`src/assert_macros.svh`:
```
// Assertion helpers for the ALU block.
// Both macros check on the rising clock edge and are disabled while in reset.
`ifndef ASSERT_MACROS_SVH
`define ASSERT_MACROS_SVH
`ifndef SYNTHESIS
// Same-cycle implication
`define SFBA_ASSERT_IMP(lbl, clk, rstn, ante, cons, msg) \
  lbl: assert property (@(posedge clk) disable iff (!rstn) (ante) |-> (cons)) else $error(msg);
// Next-cycle implication
`define SFBA_ASSERT_NXT(lbl, clk, rstn, ante, cons, msg) \
  lbl: assert property (@(posedge clk) disable iff (!rstn) (ante) |=> (cons)) else $error(msg);
`else
`define SFBA_ASSERT_IMP(lbl, clk, rstn, ante, cons, msg)
`define SFBA_ASSERT_NXT(lbl, clk, rstn, ante, cons, msg)
`endif
`endif

```
`src/sfba_pkg.sv`:
```
`timescale 1ns / 1ps
// ---------------------------------------------------------------------------
// sfba_pkg: shared types and constants for the 64-bit ALU
// Operation codes, the datapath width and the per-cell pipeline payload.
// ---------------------------------------------------------------------------
package sfba_pkg;

  localparam int DATA_WIDTH = 64;
  localparam int ACT_W      = 5;
  localparam int SHAMT_W    = $clog2(DATA_WIDTH);
  localparam int NUM_CELLS  = DATA_WIDTH;

  // Operation codes
  localparam logic [ACT_W-1:0] OP_ADD  = 5'd0;
  localparam logic [ACT_W-1:0] OP_SUB  = 5'd1;
  localparam logic [ACT_W-1:0] OP_MUL  = 5'd2;
  localparam logic [ACT_W-1:0] OP_DIV  = 5'd3;
  localparam logic [ACT_W-1:0] OP_MOD  = 5'd4;
  localparam logic [ACT_W-1:0] OP_XOR  = 5'd5;
  localparam logic [ACT_W-1:0] OP_OR   = 5'd6;
  localparam logic [ACT_W-1:0] OP_AND  = 5'd7;
  localparam logic [ACT_W-1:0] OP_SHL  = 5'd8;
  localparam logic [ACT_W-1:0] OP_SHR  = 5'd9;
  localparam logic [ACT_W-1:0] OP_LT   = 5'd10;
  localparam logic [ACT_W-1:0] OP_GT   = 5'd11;
  localparam logic [ACT_W-1:0] OP_NE   = 5'd12;
  localparam logic [ACT_W-1:0] OP_ANDNZ = 5'd13;
  localparam logic [ACT_W-1:0] OP_ABMA = 5'd14;
  localparam logic [ACT_W-1:0] OP_ANDN = 5'd15;
  localparam logic [ACT_W-1:0] OP_SADD = 5'd16;
  localparam logic [ACT_W-1:0] OP_SSUB = 5'd17;
  localparam logic [ACT_W-1:0] OP_SMUL = 5'd18;
  localparam logic [ACT_W-1:0] OP_SDIV = 5'd19;
  localparam logic [ACT_W-1:0] OP_SMOD = 5'd20;
  localparam logic [ACT_W-1:0] OP_SLT  = 5'd21;
  localparam logic [ACT_W-1:0] OP_SGT  = 5'd22;
  localparam logic [ACT_W-1:0] OP_INC  = 5'd23;
  localparam logic [ACT_W-1:0] OP_DEC  = 5'd24;
  localparam logic [ACT_W-1:0] OP_NOT  = 5'd25;
  localparam logic [ACT_W-1:0] OP_NZ   = 5'd26;

  // Payload carried from cell to cell
  typedef struct packed {
    logic [ACT_W-1:0]      act;
    logic [DATA_WIDTH-1:0] res;    // result of the ops worked out in the prep stage
    logic [DATA_WIDTH-1:0] prod;   // multiply accumulator
    logic [DATA_WIDTH-1:0] mcand;  // shifted multiplicand
    logic [DATA_WIDTH-1:0] mplier; // multiplier, consumed LSB first
    logic [DATA_WIDTH-1:0] quo;    // dividend bits out, quotient bits in
    logic [DATA_WIDTH-1:0] rem;    // partial remainder
    logic [DATA_WIDTH-1:0] dvs;    // divisor magnitude
    logic                  neg_q;  // negate quotient at the end
    logic                  neg_r;  // negate remainder at the end
    logic                  dz;     // divisor is zero
  } sfba_cell_t;

endpackage

```
`src/sfba_cell.sv`:
```
`timescale 1ns / 1ps
// ---------------------------------------------------------------------------
// sfba_cell: one step of the multiply/divide chain
// One shift-add multiply step and one restoring divide step per cell.
// ---------------------------------------------------------------------------
module sfba_cell (
  input  logic                 clk,
  input  logic                 rst_n,
  input  logic                 adv,
  input  logic                 vld_i,
  input  sfba_pkg::sfba_cell_t dat_i,
  output logic                 vld_o,
  output sfba_pkg::sfba_cell_t dat_o
);
  import sfba_pkg::*;

  logic                vld_r;
  sfba_cell_t          dat_r;
  sfba_cell_t          dat_nxt;
  logic [DATA_WIDTH:0] sh;
  logic [DATA_WIDTH:0] trial;
  logic                ge;

  // Divide: shift in next dividend bit, subtract if it fits
  assign sh    = {dat_i.rem, dat_i.quo[DATA_WIDTH-1]};
  assign trial = sh - {1'b0, dat_i.dvs};
  assign ge    = !trial[DATA_WIDTH];

  always_comb begin
    dat_nxt        = dat_i;
    dat_nxt.rem    = ge ? trial[DATA_WIDTH-1:0] : sh[DATA_WIDTH-1:0];
    dat_nxt.quo    = {dat_i.quo[DATA_WIDTH-2:0], ge};
    // Multiply: accumulate the multiplicand when the multiplier bit is set
    dat_nxt.prod   = dat_i.prod + (dat_i.mplier[0] ? dat_i.mcand : '0);
    dat_nxt.mcand  = {dat_i.mcand[DATA_WIDTH-2:0], 1'b0};
    dat_nxt.mplier = {1'b0, dat_i.mplier[DATA_WIDTH-1:1]};
  end

  always_ff @(posedge clk) begin
    if (!rst_n) begin
      vld_r <= 1'b0;
    end else if (adv) begin
      vld_r <= vld_i;
    end
  end

  always_ff @(posedge clk) begin
    if (adv) begin
      dat_r <= dat_nxt;
    end
  end

  assign vld_o = vld_r;
  assign dat_o = dat_r;

endmodule

```
`config.mk`:
```
export PLATFORM = sky130hd
export DESIGN_NAME = sfba_cell
export DESIGN_NICKNAME = d
export VERILOG_FILES = /design/src/assert_macros.svh /design/src/sfba_pkg.sv /design/src/sfba_cell.sv
export SDC_FILE = /design/constraint.sdc
export NUM_CORES = 1
export LEC_CHECK = 0
export BUFFER_PORTS_ARGS = -buffer_cell sky130_fd_sc_hd__buf_2
export CELL_PAD_IN_SITES_DETAIL_PLACEMENT = 1
export CELL_PAD_IN_SITES_GLOBAL_PLACEMENT = 2
export CORE_AREA = 2 2 362 364
export DETAILED_ROUTE_END_ITERATION = 10
export DIE_AREA = 0 0 364 366
export HOLD_SLACK_MARGIN = 0.12
export PLACE_DENSITY_LB_ADDON = 0.1
export SYNTH_ARGS = -nofsm -noshare
export SYNTH_HDL_FRONTEND = slang
export SYNTH_SLANG_ARGS = --single-unit
export TNS_END_PERCENT = 1
```
`constraint.sdc`:
```
create_clock -name clk -period 4.2 [get_ports clk]
set_input_delay 0 -clock clk [delete_from_list [all_inputs] [get_ports clk]]
set_output_delay 0 -clock clk [all_outputs]
set_load 0.01 [all_outputs]
```
==> results of run 1 <==
## routing by layer
| metal | track usage [%] | part of all wire [%] | vias up |
|---|---|---|---|
| li1 | - | - | 10630 |
| met1 | 20.46 | 41 | 10940 |
| met2 | 30.81 | 50 | 662 |
| met3 | 4.532 | 6.5 | 160 |
| met4 | 4.572 | 2.6 | 30 |
| met5 | 0 | 0.17 | - |
## flip-flops by register name, summed over array words and instances, names as in the netlist
register  cells
vld_o         1
dat_o       454
## critical path, delay by kind of cell
kind            cells  cell delay [ns]
compound gates      8             2.55
simple gates        1             0.15
xor+xnor            1             0.09
buf+inv             3             1.25
fa+ha+maj           1             0.35
## Yosys cell counts, drive strengths merged (30+ instances only)
master / instances / area (um2)
o21bai: 30 / 225.2
inv: 113 / 426.7
a21o: 62 / 465.5
and2: 73 / 456.7
o21ai: 109 / 545.5
nand2: 128 / 483.0
edfxtp: 454 / 13630
xnor2: 63 / 551.8
clkbuf: 62 / 232.7
ha: 127 / 1589
nand4: 52 / 331.6
mux2: 51 / 747.0
xor2: 45 / 394.1
nor2: 92 / 345.3
a21oi: 174 / 874.6
## cell families (layout without fill, tap and decap cells)
family,Yosys count,after routing,share of synthesized area (%)
other,1,6,0.01604
buffers and inverters,190,1960,3.296
muxes,59,59,3.537
xor gates and xnor gates,108,108,4.046
and+or+nand+nor,465,465,10.04
adders and majority gates,129,129,6.967
DFF,455,455,58.39
AOI/OAI and AO/OA,507,507,13.70
## metrics by stage
stage                     cell area [um2]  utilization, %  worst slack, ns  total power [mW]
after detailed placement            30040           23.29           0.1585             8.792
after global placement              30040           23.29           0.1685             8.794
after CTS                           40080           31.07          0.03965             14.87
after global routing                40120           31.10        0.0004237             15.34
final                               40120           31.11           0.2061             14.61
after floorplan                     23380               -            1.227             7.271
## worst paths after layout
path / endpoint / slack, ns / cells past startpoint
setup / recovery: dat_o[384]$_DFFE_PP_ / 0.21 / 14
hold / removal: dat_o[148]$_DFFE_PP_ / 0.17 / 2
setup reg to reg: vld_o$_SDFFE_PN0P_ / 3.05 / 3
hold reg to reg: vld_o$_SDFFE_PN0P_ / 1.08 / 3
## power by group through the flow
stage	combinational, mW	sequential (mW)	clock (mW)
after floorplan	1.25	6.02	0
after global placement	3.02	5.78	0
after detailed placement	3.01	5.78	0
after CTS	3.70	5.70	5.47
after global routing	3.97	5.74	5.63
final	3.65	5.69	5.27
## repair_timing
action | 4_1_cts | 5_1_grt
hold endpoints to repair | 525 | 0
resized for setup | 0 | 8
buffers inserted | 0 | 0
endpoints found under the setup margin | 0 | 8
hold buffers | 806 | 0
## final cells by class
cell class                 count  area, um2
antenna                        4      10.01
multi-input combinational   1270       8996
inverter                     113      426.7
timing repair buffer        1740      12890
sequential                   455      13650
clock inverter                40      460.4
clock buffer                  67       1506
fill                       14560      88870
tap                         1742       2180
==> results.toml, run 1 <==
[worst_setup_path]
crit_path_max_incr_delay_ns = 0.72
path_class = "in -> reg"
startpoint_type = "input port"
critPathRequiredTime_ns = 4.61
startpoint = "dat_i[262]"
rr_startpoint = "vld_o$_SDFFE_PN0P_"
cpMaxStageDelayCell = "o31ai_1"
critPathCaptureType = "register"
path_max_fanout = 4
worst_ep_arrival_time_ns = 4.41
cp_cell_sequence = "dlygate4sd3_1, buf_2, and2_1, ha_1, o21ai_0, o21bai_1, a41o_1, a41o_1, a31oi_2, o31ai_1, a21oi_1, o211ai_1, xor2_1, dlygate4sd3_1"

[floorplanning]
fp.dieArea_um2 = 133200
die_w_um = 364
coreArea_um2 = 129000
initial_core_util_pct = 18.13
chipHeight_um = 366
io_pins = 917
rows = 132

[sta]
setup-tns-final_ns = 0
maxSlewViolCount = 0
max_freq_mhz = 250.4
rsz0062_at_grt = "false"
whs_ns = 0.1693
worstMarginPinSlew_ns = 0.9389
hold_viol_final = 0
max_slew_margin_pct = 36.83
clock_skew_ns = 0
fin_crit_ns = 3.994
min_period_over_period_pct = 95.09
setup_viol = 0

[logic_synthesis]
yosysUniqueCellTypes = 80
syn_area_per_cell_um2 = 12.22
async_flop_share_pct = 0
seq_area_frac_synth_pct = 58.39
synthCells = 1914
synth-main-ff-cell = "edfxtp_1"
ys_ff_latch = 455
synth_area_um2 = 23380
synth-edff-count = 454
yosys_warnings = 0

[pwr]
vdd_drop_max_mv = 0.2892
pwr-share-comb_pct = 25.0
clockPowerShare_pct = 36.1
switchingPower_mw = 4.295
pwr-share-seq_pct = 38.9
switching_share_pct = 29.40
power.internal_mw = 10.31
power_density_nw_per_um2 = 364.1
p_leak_nw = 17.09

[drt]
drc_errors = 0
viasPerCell = 4.128
drt_iter0_markers = 997
drt_pass1_iterations = 5
wl_per_cell_um = 21.93
via_count = 22420
wl_um = 119100
drt.antenna.violating_nets = 0

[place]
place_congestion = 0.7974
portBuffers = 914
dp_cells = 4514
place_hpwl_um = 91320

[grt]
antenna_found_initial = 29
grt_max_degree = 87
grt_pass1_vias = 25000
grt_use_total_pct = 17.34
grt_pass1_wl_um = 171500
grt-ovfl-total = 0

[job]
cap_violations = 0

[cells_and_area]
syn2layout_area_growth_pct = 71.60
layout.cells.non_filler = 5431
drive_above_1_share_pct = 29.42
nets = 4228
mostFrequentLayoutCells = "buf_2, dlygate4sd3_1, edfxtp_1, a21oi_1"
mostFrequentLayoutCell = "buf_2"

[clocking]
clock_path_buffers = 3
clock-sinks = 455
cts_tree = "done"
cts.clk_slew.worst_paths_ns = 0.06
htreeDepth = 2
clkLatencyLatePin_ns = 0.64
root_buffer = "clkbuf_16"
numCtsBuffers = 59

[worst_hold_path]
hp-class = "in -> reg"
hp-start = "dat_i[147]"

[status]
status = "finished, final reports clean"
Note: power is estimated with default switching activity, not from simulation.
==> run 2, diff against run 1 <==
--- a/config.mk
+++ b/config.mk
@@ -8,9 +8,10 @@
 export BUFFER_PORTS_ARGS = -buffer_cell sky130_fd_sc_hd__buf_2
 export CELL_PAD_IN_SITES_DETAIL_PLACEMENT = 1
 export CELL_PAD_IN_SITES_GLOBAL_PLACEMENT = 2
-export CORE_AREA = 2 2 362 364
+export CORE_AREA = 2 2 356 358
+export CTS_BUF_LIST = sky130_fd_sc_hd__clkbuf_4 sky130_fd_sc_hd__clkbuf_8
 export DETAILED_ROUTE_END_ITERATION = 10
-export DIE_AREA = 0 0 364 366
+export DIE_AREA = 0 0 358 360
 export HOLD_SLACK_MARGIN = 0.12
 export PLACE_DENSITY_LB_ADDON = 0.1
 export SYNTH_ARGS = -nofsm -noshare
==> run 2 against run 1 <==
Against the previous run: routed wire length shrank 0.25%; first-iteration DRC count up 13%; register-to-register slack got worse by 0.02 ns; total power decreased by 1.5%; critical path depth up 2; clock skew did not move; utilization is 1.7 points higher; sequential power about the same; global-route usage is 0.67 points higher; clock-buffer cell count up 47; sequential share of layout area is 0.69 points lower; worst setup slack worse by 0.058 ns; largest cell class is now non-clock buffers; highest routed layer unchanged.
==> results.toml, run 2 (synthesis results as in run 1) <==
[status]
status = "finished, final reports clean"

[cells_and_area]
largest_reg_flops = 454
syn2layout_area_growth_pct = 75.17
mostFrequentLayoutCell = "buf_2"
utilization_pct = 32.79
drive_above_1_share_pct = 29.84
nets = 4364
mostFrequentLayoutCells = "buf_2, dlygate4sd3_1, edfxtp_1, a21oi_1"

[floorplanning]
fp.dieArea_um2 = 128900
die_w_um = 358
chipHeight_um = 360
rows = 130
coreArea_um2 = 124900
initial_core_util_pct = 18.72
io_pins = 917

[clocking]
htreeDepth = 3
clock-sinks = 455
clock_path_buffers = 3
cts.clk_slew.worst_paths_ns = 0.07
numCtsBuffers = 92
clkLatencyLatePin_ns = 0.75
root_buffer = "clkbuf_8"
cts_tree = "done"
post_cts_buffers = 0

[drt]
drt_iter0_markers = 1128
via_count = 23090
drc_errors = 0
wl_per_cell_um = 21.57
drt_pass1_iterations = 5
drt.antenna.violating_nets = 0
viasPerCell = 4.192
wl_um = 118800

[grt]
grt_pass1_vias = 26330
grt-ovfl-total = 0
grt_pass1_wl_um = 173300
antenna_found_initial = 32
grt_use_total_pct = 18.01
grt_max_degree = 88

[sta]
clock_skew_ns = 0
rsz0062_at_grt = "true"
min_period_over_period_pct = 96.48
hold_viol_final = 0
max_freq_mhz = 246.8
worstMarginPinSlew_ns = 0.7993
fin_crit_ns = 4.052
maxSlewViolCount = 0
setup_viol = 0
max_slew_margin_pct = 46.71

[worst_setup_path]
critPathCaptureType = "register"
rrSetupSlack_ns = 3.03
r2r_cells = 3
startpoint_type = "input port"
path_class = "in -> reg"
worst_ep_arrival_time_ns = 4.57
rr_startpoint = "vld_o$_SDFFE_PN0P_"
r2r-end = "vld_o$_SDFFE_PN0P_"
path_max_fanout = 4
critPathRequiredTime_ns = 4.72

[pwr]
p_leak_nw = 17.54
vdd_drop_max_mv = 0.2177
finalPower_mw = 14.39
power_density_nw_per_um2 = 351.4

[worst_hold_path]
hp-class = "in -> reg"
min_to = "dat_o[99]$_DFFE_PP_"
hold_depth = 3
hp-start = "dat_i[98]"

[job]
cap_violations = 0

[place]
portBuffers = 914
place_congestion = 0.8202
place_hpwl_um = 88980
run 2: cell count changes in the layout (fill, tap and decap cells not counted), moves of 8 or more:
cell           change
clkbuf_16         -59
clkbuf_4          +22
dlygate4sd3_1    +103
clkbuf_1           -8
clkbuf_8          +92
diode_2            +9
clkinv_2           +9
run 2: how the worst max path moves through the flow:
stage               slack, ns  cells after the start                   end       start
finish                   0.15                     16  dat_o[113]$_DFFE_PP_    dat_i[3]
global route           -0.004                     16  dat_o[113]$_DFFE_PP_    dat_i[3]
CTS                      0.07                     16  dat_o[113]$_DFFE_PP_    dat_i[3]
detailed placement       0.30                     13  dat_o[380]$_DFFE_PP_  dat_i[195]
global placement         0.28                     13  dat_o[375]$_DFFE_PP_  dat_i[195]
floorplan                1.23                     13  dat_o[380]$_DFFE_PP_  dat_i[195]
run 2: where the power goes:
part / leakage (nW) / internal (mW) / total [mW] / switching, mW
Sequential: 4.45 / 5.56 / 5.71 / 0.152
Combinational: 12.1 / 1.79 / 3.74 / 1.95
Clock: 0.993 / 2.64 / 4.94 / 2.29
Total: 17.5 / 9.99 / 14.4 / 4.40
run 2: metrics by stage:
stage,setup slack (ns),std cells,setup TNS (ns),hold WS [ns],area (um2)
CTS,0.07329,5494,0,0.1576,40890
global route,-0.003991,5504,-0.003991,0.1967,40950
finish,0.1479,5507,0,0.2405,40960
floorplan,1.227,1915,0,0.09887,23380
detailed placement,0.3045,4422,0,0.1783,29910
global placement,0.2825,4422,0,0.1770,29910
run 2: repair_timing:
item / 4_1_cts / 5_1_grt
hold buffers: 909 / 0
endpoints found under the setup margin: 0 / 48
resized for setup: 0 / 7
endpoints found under the hold margin: 785 / 0
run 2: layer usage:
layer | share of wire, % | GRT usage (%) | vias up
met4 | 2.7 | 5.316 | 26
met3 | 7.0 | 5.567 | 197
met5 | 0.13 | 0 | -
met1 | 40 | 20.38 | 11210
met2 | 50 | 32.13 | 714
li1 | - | - | 10940
run 2: layout make-up:
type / instances / area, um2
clock inverters: 49 / 447.9
well taps: 1650 / 2064
flip-flops and latches: 455 / 13650
inverters: 113 / 426.7
clock buffers: 114 / 1431
repair buffers: 1843 / 13910
fillers: 14190 / 83960
diodes: 13 / 32.53
multi-input cells: 1270 / 8992
run 2: worst max-delay path: stages:
cell	delay [ns]
dlygate4sd3_1	0.54
buf_2	0.12
dlygate4sd3_1	0.59
ha_1	0.23
fa_1	0.42
nor2b_2	0.19
o21a_1	0.20
o21ai_1	0.13
a21oi_2	0.21
o2111ai_1	0.22
a21oi_2	0.27
o21ai_1	0.13
a21oi_1	0.15
dlygate4sd3_1	0.57
a21oi_1	0.04
dlygate4sd3_1	0.56
